`src/hw/rtl/uoi_pkg.sv`:
```
// Types, constants and lookup tables of the odometry integrator.
package uoi_pkg;

    localparam int MUL_AW = 40;
    localparam int MUL_BW = 28;
    localparam int PROD_W = MUL_AW + MUL_BW;
    localparam int CW     = 44;
    localparam int ZW     = 34;
    localparam int DIV_W  = 44;
    localparam int POS_W  = 32;

    localparam logic [31:0] ANGLE_PER_RAD = 32'd683565276;
    localparam logic [31:0] INV_GAIN      = 32'd2608131496;
    localparam logic [5:0]  DIV_A2        = 6'd6;
    localparam logic [5:0]  DIV_A3        = 6'd24;

    typedef enum logic [1:0] {
        CMD_TICK      = 2'd0,
        CMD_LOAD_GT   = 2'd1,
        CMD_LOAD_BOTH = 2'd2,
        CMD_NOP       = 2'd3
    } cmd_code_t;

    typedef enum logic [3:0] {
        OP_S     = 4'd0,
        OP_A     = 4'd1,
        OP_SQ    = 4'd2,
        OP_CUBE  = 4'd3,
        OP_DX    = 4'd4,
        OP_DY    = 4'd5,
        OP_TH_LO = 4'd6,
        OP_TH_HI = 4'd7,
        OP_G_LO  = 4'd8,
        OP_G_HI  = 4'd9
    } op_t;

    typedef struct packed {
        logic       capture;
        logic       load_gt;
        logic       load_odo;
        logic       mul_en;
        logic       wb_en;
        op_t        op;
        logic       div_start;
        logic       div_sel;
        logic       cordic_init;
        logic       cordic_step;
        logic [4:0] iter;
        logic [1:0] gsel;
        logic       head_upd;
        logic       publish;
    } uoi_cmd_t;

    typedef struct packed {
        logic div_done;
    } uoi_stat_t;

    function automatic logic [31:0] atan_lut(input logic [4:0] idx);
        logic [31:0] r;
        case (idx)
            5'd0:  r = 32'h20000000;
            5'd1:  r = 32'h12E4051D;
            5'd2:  r = 32'h09FB385B;
            5'd3:  r = 32'h051111D4;
            5'd4:  r = 32'h028B0D43;
            5'd5:  r = 32'h0145D7E1;
            5'd6:  r = 32'h00A2F61E;
            5'd7:  r = 32'h00517C55;
            5'd8:  r = 32'h0028BE53;
            5'd9:  r = 32'h00145F2E;
            5'd10: r = 32'h000A2F98;
            5'd11: r = 32'h000517CC;
            5'd12: r = 32'h00028BE6;
            5'd13: r = 32'h000145F3;
            5'd14: r = 32'h0000A2F9;
            5'd15: r = 32'h0000517C;
            5'd16: r = 32'h000028BE;
            5'd17: r = 32'h0000145F;
            5'd18: r = 32'h00000A2F;
            5'd19: r = 32'h00000517;
            5'd20: r = 32'h0000028B;
            5'd21: r = 32'h00000145;
            5'd22: r = 32'h000000A2;
            5'd23: r = 32'h00000051;
            5'd24: r = 32'h00000028;
            5'd25: r = 32'h00000014;
            5'd26: r = 32'h0000000A;
            5'd27: r = 32'h00000005;
            5'd28: r = 32'h00000002;
            5'd29: r = 32'h00000001;
            default: r = 32'h00000000;
        endcase
        return r;
    endfunction

endpackage

```
`src/hw/rtl/uoi_ctrl.sv`:
```
// Controller: sequences multiplies, divisions, CORDIC steps and the result handshake.
module uoi_ctrl
    import uoi_pkg::*;
#(
    parameter int CORDIC_STEPS = 24
) (
    input  logic      aclk,
    input  logic      aresetn,
    input  logic      s_tvalid,
    output logic      s_tready,
    input  logic [1:0] s_cmd,
    output logic      m_tvalid,
    input  logic      m_tready,
    input  uoi_stat_t stat,
    output uoi_cmd_t  cmd
);

    typedef enum logic [9:0] {
        S_IDLE   = 10'b0000000001,
        S_LOAD   = 10'b0000000010,
        S_MUL    = 10'b0000000100,
        S_WB     = 10'b0000001000,
        S_DIV_GO = 10'b0000010000,
        S_DIV    = 10'b0000100000,
        S_CINIT  = 10'b0001000000,
        S_CORDIC = 10'b0010000000,
        S_HEAD   = 10'b0100000000,
        S_DONE   = 10'b1000000000
    } state_t;

    state_t    state_reg, state_next;
    op_t       op_reg, op_next;
    logic [4:0] iter_reg, iter_next;
    logic [1:0] gsel_reg, gsel_next;
    logic [1:0] code_reg, code_next;
    logic      dsel_reg, dsel_next;
    logic      valid_reg, valid_next;
    logic      accept;
    logic      publish;

    assign s_tready = (state_reg == S_IDLE);
    assign accept   = s_tvalid && s_tready;
    assign publish  = (state_reg == S_DONE) && (!valid_reg || m_tready);

    always_comb begin
        state_next = state_reg;
        op_next    = op_reg;
        iter_next  = iter_reg;
        gsel_next  = gsel_reg;
        code_next  = code_reg;
        dsel_next  = dsel_reg;
        unique case (state_reg)
            S_IDLE: begin
                if (accept) begin
                    code_next = s_cmd;
                    if (s_cmd == CMD_TICK) begin
                        op_next    = OP_S;
                        state_next = S_MUL;
                    end else begin
                        state_next = S_LOAD;
                    end
                end
            end
            S_LOAD:   state_next = S_DONE;
            S_MUL:    state_next = S_WB;
            S_WB: begin
                state_next = S_MUL;
                case (op_reg)
                    OP_S:     op_next = OP_A;
                    OP_A:     op_next = OP_SQ;
                    OP_SQ: begin
                        dsel_next  = 1'b0;
                        state_next = S_DIV_GO;
                    end
                    OP_CUBE: begin
                        dsel_next  = 1'b1;
                        state_next = S_DIV_GO;
                    end
                    OP_DX:    op_next = OP_DY;
                    OP_DY:    op_next = OP_TH_LO;
                    OP_TH_LO: op_next = OP_TH_HI;
                    OP_TH_HI: state_next = S_CINIT;
                    OP_G_LO:  op_next = OP_G_HI;
                    OP_G_HI: begin
                        if (gsel_reg == 2'd3) begin
                            state_next = S_HEAD;
                        end else begin
                            gsel_next = gsel_reg + 2'd1;
                            op_next   = OP_G_LO;
                        end
                    end
                    default: state_next = S_IDLE;
                endcase
            end
            S_DIV_GO: state_next = S_DIV;
            S_DIV: begin
                if (stat.div_done) begin
                    op_next    = dsel_reg ? OP_DX : OP_CUBE;
                    state_next = S_MUL;
                end
            end
            S_CINIT: begin
                iter_next  = '0;
                state_next = S_CORDIC;
            end
            S_CORDIC: begin
                iter_next = iter_reg + 5'd1;
                if (iter_reg == 5'(CORDIC_STEPS - 1)) begin
                    op_next    = OP_G_LO;
                    gsel_next  = '0;
                    state_next = S_MUL;
                end
            end
            S_HEAD:   state_next = S_DONE;
            S_DONE: begin
                if (publish) begin
                    state_next = S_IDLE;
                end
            end
            default:  state_next = S_IDLE;
        endcase
    end

    assign valid_next = publish ? 1'b1 : (m_tready ? 1'b0 : valid_reg);

    always_ff @(posedge aclk) begin
        if (!aresetn) begin
            state_reg <= S_IDLE;
            op_reg    <= OP_S;
            iter_reg  <= '0;
            gsel_reg  <= '0;
            code_reg  <= CMD_NOP;
            dsel_reg  <= 1'b0;
            valid_reg <= 1'b0;
        end else begin
            state_reg <= state_next;
            op_reg    <= op_next;
            iter_reg  <= iter_next;
            gsel_reg  <= gsel_next;
            code_reg  <= code_next;
            dsel_reg  <= dsel_next;
            valid_reg <= valid_next;
        end
    end

    assign m_tvalid = valid_reg;

    always_comb begin
        cmd             = '0;
        cmd.capture     = accept;
        cmd.load_gt     = (state_reg == S_LOAD)
                          && (code_reg == CMD_LOAD_GT || code_reg == CMD_LOAD_BOTH);
        cmd.load_odo    = (state_reg == S_LOAD) && (code_reg == CMD_LOAD_BOTH);
        cmd.mul_en      = (state_reg == S_MUL);
        cmd.wb_en       = (state_reg == S_WB);
        cmd.op          = op_reg;
        cmd.div_start   = (state_reg == S_DIV_GO);
        cmd.div_sel     = dsel_reg;
        cmd.cordic_init = (state_reg == S_CINIT);
        cmd.cordic_step = (state_reg == S_CORDIC);
        cmd.iter        = iter_reg;
        cmd.gsel        = gsel_reg;
        cmd.head_upd    = (state_reg == S_HEAD);
        cmd.publish     = publish;
    end

endmodule

```
`config.mk`:
```
export PLATFORM = sky130hd
export DESIGN_NAME = uoi_ctrl
export DESIGN_NICKNAME = d
export VERILOG_FILES = /design/src/hw/rtl/uoi_pkg.sv /design/src/hw/rtl/uoi_ctrl.sv
export SDC_FILE = /design/constraint.sdc
export NUM_CORES = 1
export LEC_CHECK = 0
export BUFFER_PORTS_ARGS = -buffer_cell sky130_fd_sc_hd__buf_2
export CORE_ASPECT_RATIO = 0.75
export CORE_MARGIN = 2
export CORE_UTILIZATION = 49
export DETAILED_ROUTE_END_ITERATION = 16
export PLACE_DENSITY = 0.8
export SYNTH_ARGS = -nofsm -noshare
export SYNTH_HDL_FRONTEND = slang
export SYNTH_SLANG_ARGS = --single-unit
```
`constraint.sdc`:
```
create_clock -name aclk -period 2 [get_ports aclk]
set_clock_uncertainty 0.2 [all_clocks]
set_input_delay 0.2 -clock aclk [delete_from_list [all_inputs] [get_ports aclk]]
set_output_delay 0.2 -clock aclk [all_outputs]
set_load 0.01 [all_outputs]
```
# Word level (Yosys, flattened, before mapping)
# Index checks and enable logic that the tools add are counted.
# W data, S select, Z words.
[classes]
n_addsub = 2
n_eq_ne = 32
n_mux = 24
reduce_logical = 22
[ops]
columns = ["op", "count"]
rows = [
  ["$pmux W10 S9", 1],
  ["$mux W10", 4],
  ["$pmux W9 S4", 1],
  ["$pmux W4 S7", 1],
  ["$mux W4", 5],
  ["$eq A4 B3 Y1 const B", 4],
  ["$pmux W4 S4", 1],
  ["$eq A10 B1 Y1 const B", 1],
  ["$eq A10 B10 Y1 const B", 1],
  ["$eq A10 B2 Y1 const B", 1],
  ["$eq A10 B3 Y1 const B", 1],
  ["$eq A10 B4 Y1 const B", 1],
  ["$eq A10 B5 Y1 const B", 1],
  ["$eq A10 B6 Y1 const B", 1],
  ["$eq A10 B7 Y1 const B", 1],
  ["$eq A10 B8 Y1 const B", 1],
  ["$eq A10 B9 Y1 const B", 1],
  ["$pmux W5 S2", 1],
  ["$mux W9", 1],
  ["$eq A4 B2 Y1 const B", 2],
  ["$eq A4 B4 Y1 const B", 2],
  ["$ne A2 B1 Y1 const B", 4],
  ["$ne A8 B1 Y1 const B", 1],
  ["$reduce_and A4 Y1", 2],
  ["24 further kinds", 40],
]
[totals]
ff_bits = 25
in_bits = 7
output_inout_bits = 24
elab_cells = 87

# Longest topological paths before layout
# Gate-level depths: netlist (run 1).
[depth]
word_depth = 5
depth_mapped = 7
ltp_nobuf = 6

# Worst setup path after synthesis (run 1)
# Ideal clock, no wire load.
[synth_path]
path_type = "register to output"
startpoint = "register state_reg[2]"
endpoint = "output cmd[21] (netlist name)"
t_arrival_ps = 1765
t_required_ps = 1600
slack_ps = -165
stages_incl_launch_ff = 7
path_buffers = 2
path_cell_list = "dfxtp_1 > buf_2 > or4_4 > nor3_1 > nand2_1 > inv_1 > buf_4"
[synth_between]
elab_chain_cells = 2
[synth_lines]
columns = ["element", "line_no", "rtl"]
rows = [
  ["start, declared", "uoi_ctrl.sv:31", "state_t state_reg, state_next;"],
  ["start signal, assigned", "uoi_ctrl.sv:136", "state_reg <= state_next;"],
  ["$eq A10 B1 Y1", "uoi_ctrl.sv:41", "assign s_tready = (state_reg == S_IDLE);"],
  ["net s_tready", "uoi_ctrl.sv:10", "output logic s_tready,"],
  ["$logic_and A1 B1 Y1", "uoi_ctrl.sv:42", "assign accept = s_tvalid && s_tready;"],
  ["end, declared", "uoi_ctrl.sv:15", "output uoi_cmd_t cmd"],
]
# The timed path passes the listed nets, and every way through them passes these cells.

# Final worst setup path (run 1)
[layout_path]
startpoint = "register state_reg[8]"
endpoint = "register op_reg[2]"
[layout_between]
elab_chain_cells = 4
elab_cells_between_ends = 14
classes_between = "10 x eq/ne; 1 x mux; 3 x reduce/logical"
[layout_lines]
columns = ["element", "line_no", "rtl"]
rows = [
  ["$eq A10 B1 Y1", "uoi_ctrl.sv:41, uoi_ctrl.sv:52", ""],
  ["$logic_and A1 B1 Y1", "uoi_ctrl.sv:42", ""],
  ["$ne A2 B1 Y1 (no source line)", "--", ""],
  ["$reduce_and A7 Y1 (no source line)", "--", ""],
  ["end signal, assigned", "uoi_ctrl.sv:137", "op_reg <= op_next;"],
  ["end, declared", "uoi_ctrl.sv:32", "op_t op_reg, op_next;"],
]
# Several ways; a longest one is shown, not always the timed one.
# A chain may end at the register's enable or synchronous reset.

==> metrics.md, run 1 <==
| Metric | Value |
|---|---|
| Outcome | finished with violations |
| Failing checks | setup timing |
| Final Hold Viols | 0 |
| DR iter-0 viols | 71 |
| CTS tree | built |
| ANT cells | 0 |
| Worst-path fanout max | 4 |
| Post-Synthesis Cells | 204 |
| VDD IR max | 0.521 mV |
| Buffers on Ports | 30 |
| Power, Total | 2.10 mW |
| Register area share after synthesis | 31.5% |
| R2R Setup Slk | -0.06 ns |
| Post-route insts no fill | 304 |
| Drt total wl | 4760 um |
| RSZ-0062 raised after global routing | yes |
| Element type at the critical path end | flip-flop |
| CP startpoint kind | flip-flop |
| Area growth, synth to finish | 46.0% |
| Slew Limit Fails | 0 |
| Vias in the first global route | 1545 |
| Pre-CTS WS | -0.0327 ns |
| Chip height | 53.3 um |
| Grt ovf | 0 |
| Mean post-synth cell area | 7.78 um2 |
| Rows | 17 |
| GP Congestion | 0.881 |
| Hpwl dp | 3040 um |
| Crit path to | op_reg[2] |
| Async SR Flop Fraction | 0% |
| CP Class | reg -> reg |
| Full die area | 0.00372 mm2 |
| Final core occ | 76.8% |
| Tmin final | 2.06 ns |
| CTS sink cnt | 25 |
| Largest net degree at the start of global routing | 14 |
| Leak | 0.994 nW |
| H-tree levels | 1 |
| Drt drc | 0 |
| Commonest register cell after synthesis | dfxtp_1 |
| Detailed Routing Iterations Pass 1 | 4 |
| Via-per-instance ratio | 5.70 |
| Internal | 1.27 mW |
| DRT antenna net count | 0 |
| Fmax | 485 MHz |
| I/O pin count | 31 |
| Design Area, Final | 0.00232 mm2 |
| WP data required | 1.97 ns |
| Clock power frac | 15.0% |
| Dpl cell area | 0.00193 mm2 |
| Worst Path Arrival | 2.04 ns |
| Yosys warning count | 0 |
| Max_cap viols | 0 |
| Worst Tran Pin Value | 0.351 ns |
| Switching Share | 39.5% |
| Clock transition at the registers of the reported paths | 0.09 ns |
| First-pass GRT wire length | 7510 um |
| Max-Slew Margin vs Limit | 76.4% |
| Reg2reg start | state_reg[8] |
| # nets final | 277 |
| PwrDens | 907 mW/mm2 |
| R2r endpoint | op_reg[2] |
| Min-delay worst type | in -> reg |
| Syn nets | 214 |
| Effective utilization at floorplan | 52.6% |
| Comb pwr share | 54.9% |
| Worst R2R Path Depth | 6 |
| Drt wl/cell | 15.6 um |
| Max reg flops | 10 |
| Fraction of layout cells with a size suffix above 1 | 44.7% |
| Die span in x | 69.7 um |
| Mapped Area | 0.00159 mm2 |
| Hold_ws | 0.0368 ns |
| Hold depth | 3 |
| Maximum clock insertion buffer count | 2 |
| Switch Pwr | 0.831 mW |
| DR vias | 1734 |
| Final-report setup violation count | 7 |
| Setup TNS | -0.211 ns |
| CTS root buf | clkbuf_8 |
| Initial antenna violation count | 0 |
| Cts bufs inserted | 3 |
| Placed cells | 282 |
| Core area | 0.00302 mm2 |
| Register bit total from synthesis | 25 |
| Sequential share of power | 30.1% |
| Worst skew pair latency | 0.28 ns |
| Final worst setup slack | -0.0634 ns |
| CP Launch Point | state_reg[8] |
| GR Util All Layers | 25.7% |
| Netlist cell types | 55 |
| EDFF count, synth | 0 |
| Final-layout fill cell count | 236 |
| Final worst path period share | 103% |
-- cells by family (layout without fill, tap and decap cells) --
| kind of cell | after synthesis | after routing | synth area share (%) |
|---|---|---|---|
| compound gates | 46 | 46 | 19.6 |
| xor+xnor | 5 | 5 | 2.76 |
| fa+ha+maj | 3 | 3 | 2.36 |
| buf+inv | 26 | 88 | 7.88 |
| flops | 25 | 25 | 31.5 |
| mux | 2 | 2 | 1.26 |
| simple gates | 97 | 97 | 34.6 |
-- final cells by class --
| class | instances | area [um2] | share of cell area, % |
|---|---|---|---|
| clock buffers | 4 | 45.0 | 1.94 |
| inverters | 10 | 37.5 | 1.62 |
| repair buffers | 74 | 524 | 22.6 |
| well taps | 38 | 47.5 | 2.05 |
| multi-input cells | 153 | 1140 | 49.0 |
| flip-flops and latches | 25 | 528 | 22.8 |
-- metal layers --
layer  wire length [um]  track usage, %
met5                  0               0
met4                 10            3.21
met3                250            5.14
met2               2190            42.9
met1               2310            35.7
-- worst min-delay path by stage --
| stage | to | slack, ns | start |
|---|---|---|---|
| 4_1_cts | code_reg[1] | 0.003 | aresetn |
| 3_3_place_gp | code_reg[1] | 0.27 | code_reg[1] |
| 5_1_grt | code_reg[0] | 0.04 | s_tvalid |
| 2_1_floorplan | code_reg[1] | 0.15 | s_cmd[1] |
| 3_5_place_dp | code_reg[1] | 0.27 | code_reg[1] |
| 6_report | code_reg[0] | 0.04 | s_tvalid |
-- power groups by stage --
| stage | clock network [mW] | logic (mW) | registers (mW) |
|---|---|---|---|
| after floorplan | 0 | 0.652 | 0.589 |
| after global placement | 0 | 0.919 | 0.614 |
| after detailed placement | 0 | 0.931 | 0.614 |
| after CTS | 0.316 | 1.05 | 0.612 |
| after global routing | 0.340 | 1.24 | 0.641 |
| final | 0.315 | 1.15 | 0.632 |
-- cell usage after synthesis, types with 2 or more instances --
cell type	instances	area share, %
a21o_1	2	0.95
a21oi_1	9	2.8
a31oi_1	2	0.79
and2_1	2	0.79
and3_1	5	2.0
buf_2	7	2.2
buf_4	3	1.4
clkbuf_1	5	1.2
dfxtp_1	25	32
ha_1	3	2.4
inv_1	9	2.1
mux2i_1	2	1.3
nand2_1	9	2.1
nand2b_1	4	1.6
nand3_1	8	2.5
nand3b_1	3	1.4
nand4_1	4	1.6
nor2_1	21	5.0
nor3_1	15	4.7
nor4_1	5	2.0
nor4b_1	2	1.1
o211ai_1	2	0.95
o21a_1	3	1.4
o21ai_0	13	4.1
o32a_1	2	1.3
or3_1	5	2.0
or3b_2	2	1.1
or4_1	2	0.95
xor2_1	4	2.2
-- worst max-delay path, stage by stage (launching register included) --
cell     delay (ns)
dfxtp_4        0.39
or4_4          0.57
buf_6          0.15
nor4_4         0.19
or2_4          0.21
nor3_4         0.05
a32o_1         0.20
-- cell usage in the layout (no fill, tap or decap), types with 2 or more instances in the layout --
master,n
nor3_2,6
xor2_1,4
o211ai_1,2
nor3_4,3
and2_1,2
nand3_1,7
or3_4,3
inv_1,9
nor4b_4,2
nor4_1,2
clkbuf_8,3
and3_1,5
buf_4,37
a211oi_2,2
buf_6,5
nand3b_1,3
nor3_1,7
ha_1,2
mux2i_1,2
dlygate4sd3_1,3
or3_1,3
nor2_1,19
dfxtp_1,13
nand2b_1,4
o21ai_1,5
o21a_1,2
nor4_2,3
o32a_1,2
a21oi_1,9
dfxtp_2,7
or4_4,2
o21ai_0,8
nand2_1,9
nand4_1,4
nor2_4,2
a21o_1,2
buf_2,28
a31oi_1,2
dfxtp_4,5
-- timing repair --
item | in CTS | in global routing
setup buffers | 9 | 7
endpoints found under the hold margin | 2 | 1
endpoints found under the setup margin | 19 | 28
pin swaps | 15 | 13
gates cloned | 0 | 0
hold buffers | 2 | 1
resized for setup | 29 | 26
Note: power is estimated with default switching activity, not from simulation.
==> inputs of run 2 (changes only) <==
--- a/config.mk
+++ b/config.mk
@@ -11,6 +11,7 @@
 export CORE_UTILIZATION = 49
 export DETAILED_ROUTE_END_ITERATION = 16
 export PLACE_DENSITY = 0.8
+export RECOVER_POWER = 100
 export SYNTH_ARGS = -nofsm -noshare
 export SYNTH_HDL_FRONTEND = slang
 export SYNTH_SLANG_ARGS = --single-unit
==> metrics.md, run 2 (same netlist as run 1, synthesis figures left out) <==
| Metric | Value |
|---|---|
| Min-delay worst type | in -> reg |
| Area growth, synth to finish | 45.9% |
| Design Area, Final | 0.00232 mm2 |
| Largest net degree at the start of global routing | 14 |
| GR Util All Layers | 25.7% |
| VDD IR max | 0.521 mV |
| H-tree levels | 1 |
| Die span in x | 69.7 um |
| Element type at the critical path end | flip-flop |
| Dpl cell area | 0.00193 mm2 |
| Buffers on Ports | 30 |
| I/O pin count | 31 |
| Clock power frac | 15.0% |
| Failing checks | setup timing |
| Max-Slew Margin vs Limit | 76.4% |
| Worst Tran Pin Value | 0.351 ns |
| Most frequent cells in the layout | buf_4 (37), buf_2 (27), nor2_1 (19), dfxtp_1 (13) |
| ANT cells | 0 |
| Power, Total | 2.10 mW |
| Fraction of layout cells with a size suffix above 1 | 44.4% |
| Max reg flops | 10 |
| Final worst path period share | 103% |
| Outcome | finished with violations |
| Pre-CTS WS | -0.0327 ns |
| PwrDens | 907 mW/mm2 |
| Clock transition at the registers of the reported paths | 0.09 ns |
| Comb pwr share | 54.9% |
| Switching Share | 39.5% |
| Commonest non-fill, non-tap cell in the layout | buf_4 |
| Switch Pwr | 0.831 mW |
| Tmin final | 2.06 ns |
| Final-report setup violation count | 7 |
| Full die area | 0.00372 mm2 |
| Final Hold Viols | 0 |
| CP Class | reg -> reg |
| Hpwl dp | 3040 um |
| First-pass GRT wire length | 7510 um |
| Core area | 0.00302 mm2 |
| Drt total wl | 4760 um |
| Fmax | 485 MHz |
| Drt wl/cell | 15.7 um |
| Rows | 17 |
| CTS sink cnt | 25 |
| Hold_ws | 0.0368 ns |
| Cts bufs inserted | 3 |
| Worst skew pair latency | 0.28 ns |
| DR iter-0 viols | 71 |
| RSZ-0062 raised after global routing | yes |
| Chip height | 53.3 um |
| Grt ovf | 0 |
| DR vias | 1734 |
| Detailed Routing Iterations Pass 1 | 4 |
| CTS tree | built |
| Via-per-instance ratio | 5.70 |
| Leak | 0.989 nW |
| Internal | 1.27 mW |
| # nets final | 277 |
| Worst-path fanout max | 4 |
| Worst Path Arrival | 2.04 ns |
| Vias in the first global route | 1545 |
| Effective utilization at floorplan | 52.6% |
| Initial antenna violation count | 0 |
| Maximum clock insertion buffer count | 2 |
| CTS root buf | clkbuf_8 |
| Drt drc | 0 |
| Setup TNS | -0.211 ns |
| WP data required | 1.97 ns |
| DRT antenna net count | 0 |
| Slew Limit Fails | 0 |
| GP Congestion | 0.881 |
| CP startpoint kind | flip-flop |
| Final worst setup slack | -0.0634 ns |
| Sequential share of power | 30.1% |
| Max_cap viols | 0 |
==> run 2: cell count changes in the layout (fill, tap and decap cells not counted) <==
cell and delta:
clkbuf_1 +1, buf_2 -1
==> run 2: final cells by class <==
| class | count | area [um2] |
|---|---|---|
| Inverter | 10 | 37.5 |
| Sequential cell | 25 | 528 |
| Fill cell | 237 | 703 |
| Multi-Input combinational cell | 153 | 1140 |
| Clock buffer | 4 | 45.0 |
| Timing Repair Buffer | 74 | 523 |
| Tap cell | 38 | 47.5 |
==> run 2: worst paths after layout <==
kind | startpoint | to | slack (ns) | cells past startpoint
worst max register to register | state_reg[8] | op_reg[2] | -0.06 | 6
worst max-delay path | state_reg[8] | op_reg[2] | -0.06 | 6
worst min-delay path | s_tvalid | code_reg[0] | 0.04 | 3
worst min register to register | code_reg[1] | code_reg[1] | 0.28 | 2
==> run 2: power by group through the flow <==
stage / Combinational (mW) / Sequential [mW] / Clock, mW
6_report: 1.15 / 0.632 / 0.315
5_1_grt: 1.24 / 0.641 / 0.340
4_1_cts: 1.05 / 0.612 / 0.316
3_5_place_dp: 0.931 / 0.614 / 0
3_3_place_gp: 0.919 / 0.614 / 0
2_1_floorplan: 0.652 / 0.589 / 0
==> run 2: worst max-delay path, cell delays in order, from the launching register on <==
cell and delay, ns:
dfxtp_4 0.39, or4_4 0.57, buf_6 0.15, nor4_4 0.19
or2_4 0.21, nor3_4 0.05, a32o_1 0.20
==> run 2: repair_timing <==
action,4_1_cts,5_1_grt
gates resized for setup,29,26
hold buffers,2,1
setup buffers,9,7
endpoints found under the setup margin,19,28
pin swaps,15,13
hold endpoints to repair,2,1
==> run 2: per-stage QoR <==
stage	utilization, %	std cells
floorplan	-	204
global placement	63.8	282
detailed placement	63.8	282
CTS	71.9	297
global route	76.7	304
finish	76.7	304
==> run 2: layer usage <==
layer	track usage, %	vias to the layer above	share of wire (%)
li1	-	876	-
met1	35.7	814	48
met2	42.9	42	46
met3	5.14	2	5.3
met4	3.21	0	0.21
met5	0	-	0
==> inputs of run 3 (changes only) <==
--- a/config.mk
+++ b/config.mk
@@ -5,11 +5,12 @@
 export SDC_FILE = /design/constraint.sdc
 export NUM_CORES = 1
 export LEC_CHECK = 0
-export BUFFER_PORTS_ARGS = -buffer_cell sky130_fd_sc_hd__buf_2
+export BUFFER_PORTS_ARGS = -buffer_cell sky130_fd_sc_hd__buf_4
 export CORE_ASPECT_RATIO = 0.75
 export CORE_MARGIN = 2
 export CORE_UTILIZATION = 49
 export DETAILED_ROUTE_END_ITERATION = 16
+export HOLD_SLACK_MARGIN = 0.08
 export PLACE_DENSITY = 0.8
 export RECOVER_POWER = 100
 export SYNTH_ARGS = -nofsm -noshare
==> metrics.md, run 3 (same netlist as run 1, synthesis figures left out) <==
| Metric | Value |
|---|---|
| R2R Setup Slk | -0.07 ns |
| Worst Tran Pin Value | 0.414 ns |
| Maximum clock insertion buffer count | 2 |
| Largest net degree at the start of global routing | 16 |
| Drt wl/cell | 16.3 um |
| Final worst setup slack | -0.116 ns |
| Fmax | 473 MHz |
| Min-delay worst type | reg -> reg |
| Worst-path fanout max | 4 |
| Switch Pwr | 0.857 mW |
| Full die area | 0.00372 mm2 |
| Hold endpoint | code_reg[1] |
| Worst Path Arrival | 1.72 ns |
| Element type at the critical path end | output pin |
| First-pass GRT wire length | 7980 um |
| Leak | 0.993 nW |
| CTS tree | built |
| Hold_ws | 0.282 ns |
| Buffers on Ports | 30 |
| Failing checks | setup timing |
| GP Congestion | 0.879 |
| Final Hold Viols | 0 |
| Reg2reg start | iter_reg[1] |
| RSZ-0062 raised after global routing | yes |
| Clock transition at the registers of the reported paths | 0.09 ns |
| Effective utilization at floorplan | 52.6% |
| CTS sink cnt | 25 |
| Slew Limit Fails | 0 |
| Chip height | 53.3 um |
| Slowest-stage cell, CP | or4_4 |
| Grt ovf | 0 |
| Hpwl dp | 3370 um |
| Most frequent cells in the layout | buf_4 (62), nor2_1 (19), dfxtp_1 (14), o21ai_0 (11), clkbuf_1 (10) |
| Final-report setup violation count | 9 |
| Max_cap viols | 0 |
| Clock power frac | 14.3% |
| Initial antenna violation count | 0 |
| CP Class | reg -> out |
| Rows | 17 |
| VDD IR max | 0.585 mV |
| CTS root buf | clkbuf_8 |
| Commonest non-fill, non-tap cell in the layout | buf_4 |
| Max reg flops | 10 |
| Core area | 0.00302 mm2 |
| Sequence of cells on the critical path | or4_4 > nor3_4 > buf_4 > buf_4 |
| Final worst path period share | 106% |
| Pre-CTS WS | -0.0457 ns |
| Sequential share of power | 28.8% |
| Hold depth | 2 |
| Outcome | finished with violations |
| ANT cells | 0 |
| Comb pwr share | 56.9% |
| Switching Share | 40.0% |
| Cts bufs inserted | 3 |
| GR Util All Layers | 27.5% |
| CP startpoint kind | flip-flop |
| R2r endpoint | op_reg[3] |
| Worst path max stage delay | 0.58 ns |
| Detailed Routing Iterations Pass 1 | 4 |
| DR iter-0 viols | 71 |
| CP dominant cell by count | buf_4 |
| DRT antenna net count | 0 |
| Tmin final | 2.12 ns |
| Via-per-instance ratio | 5.83 |
| DR vias | 1826 |
| Worst skew pair latency | 0.27 ns |
| Worst Hold Launch | code_reg[1] |
| WP data required | 1.60 ns |
| Vias in the first global route | 1710 |
| I/O pin count | 31 |
| # nets final | 286 |
| Worst R2R Path Depth | 6 |
| Area growth, synth to finish | 50.4% |
| Internal | 1.28 mW |
| Fraction of layout cells with a size suffix above 1 | 41.1% |
| Max-Slew Margin vs Limit | 72.2% |
| PwrDens | 897 mW/mm2 |
| Drt drc | 0 |
| Die span in x | 69.7 um |
| H-tree levels | 1 |
| Drt total wl | 5110 um |
==> run 3: changes by cell type in the layout (fill, tap and decap cells not counted), moves of 3 or more <==
cell and change:
buf_2 -27, buf_4 +25, clkbuf_1 +8, o21ai_0 +3, o21ai_1 -3
==> run 3: what timing repair did <==
action / 4_1_cts / 5_1_grt
resized for setup: 25 / 19
endpoints found under the hold margin: 8 / 0
hold buffers: 5 / 0
setup endpoints to repair: 15 / 26
pin swaps: 15 / 6
setup buffers: 9 / 7
==> run 3: power groups by stage <==
stage / clock (mW) / sequential [mW] / combinational (mW)
global placement: 0 / 0.610 / 0.964
global route: 0.339 / 0.626 / 1.31
finish: 0.307 / 0.616 / 1.22
floorplan: 0 / 0.589 / 0.652
detailed placement: 0 / 0.614 / 0.982
CTS: 0.317 / 0.607 / 1.08
==> run 3: metal layers <==
metal	global-route usage, %	vias up	share of wire [%]
met4	6.09	0	0.53
met1	36.4	868	45
li1	-	889	-
met5	0	-	0
met3	6.48	4	6.5
met2	46.3	65	48
==> run 3: layout make-up <==
class | instances | area, um2
Inverter | 10 | 37.5
Multi-Input combinational cell | 153 | 1110
Tap cell | 38 | 47.5
Timing Repair Buffer | 83 | 621
Clock inverter | 1 | 5.00
Clock buffer | 3 | 41.3
Sequential cell | 25 | 522
Fill cell | 218 | 633
==> run 3: critical path: cells and delay by family (launching register included) <==
| kind | cells | cell delay (ns) |
|---|---|---|
| buffers and inverters | 2 | 0.27 |
| flip-flops | 1 | 0.36 |
| AND/OR/NAND/NOR | 2 | 0.81 |
==> run 3: worst max-delay path by stage <==
| stage | from | to | slack [ns] | cells after the start |
|---|---|---|---|---|
| floorplan | state_reg[2] | cmd[21] | -0.01 | 6 |
| global placement | state_reg[8] | state_reg[8] | -0.03 | 5 |
| detailed placement | state_reg[7] | op_reg[3] | -0.05 | 6 |
| CTS | state_reg[7] | cmd[18] | -0.06 | 5 |
| global route | state_reg[8] | s_tready | -0.15 | 4 |
| finish | state_reg[8] | s_tready | -0.12 | 4 |
==> run 3: through the flow <==
| stage | TNS [ns] | util, % | std cells | area [um2] | total power [mW] |
|---|---|---|---|---|---|
| floorplan | -0.0145 | - | 204 | 1630 | 1.24 |
| global placement | -0.0422 | 68.0 | 289 | 2050 | 1.57 |
| detailed placement | -0.102 | 68.0 | 289 | 2050 | 1.60 |
| CTS | -0.294 | 76.1 | 307 | 2300 | 2.01 |
| global route | -1.27 | 79.0 | 313 | 2390 | 2.28 |
| finish | -0.428 | 79.0 | 313 | 2390 | 2.14 |
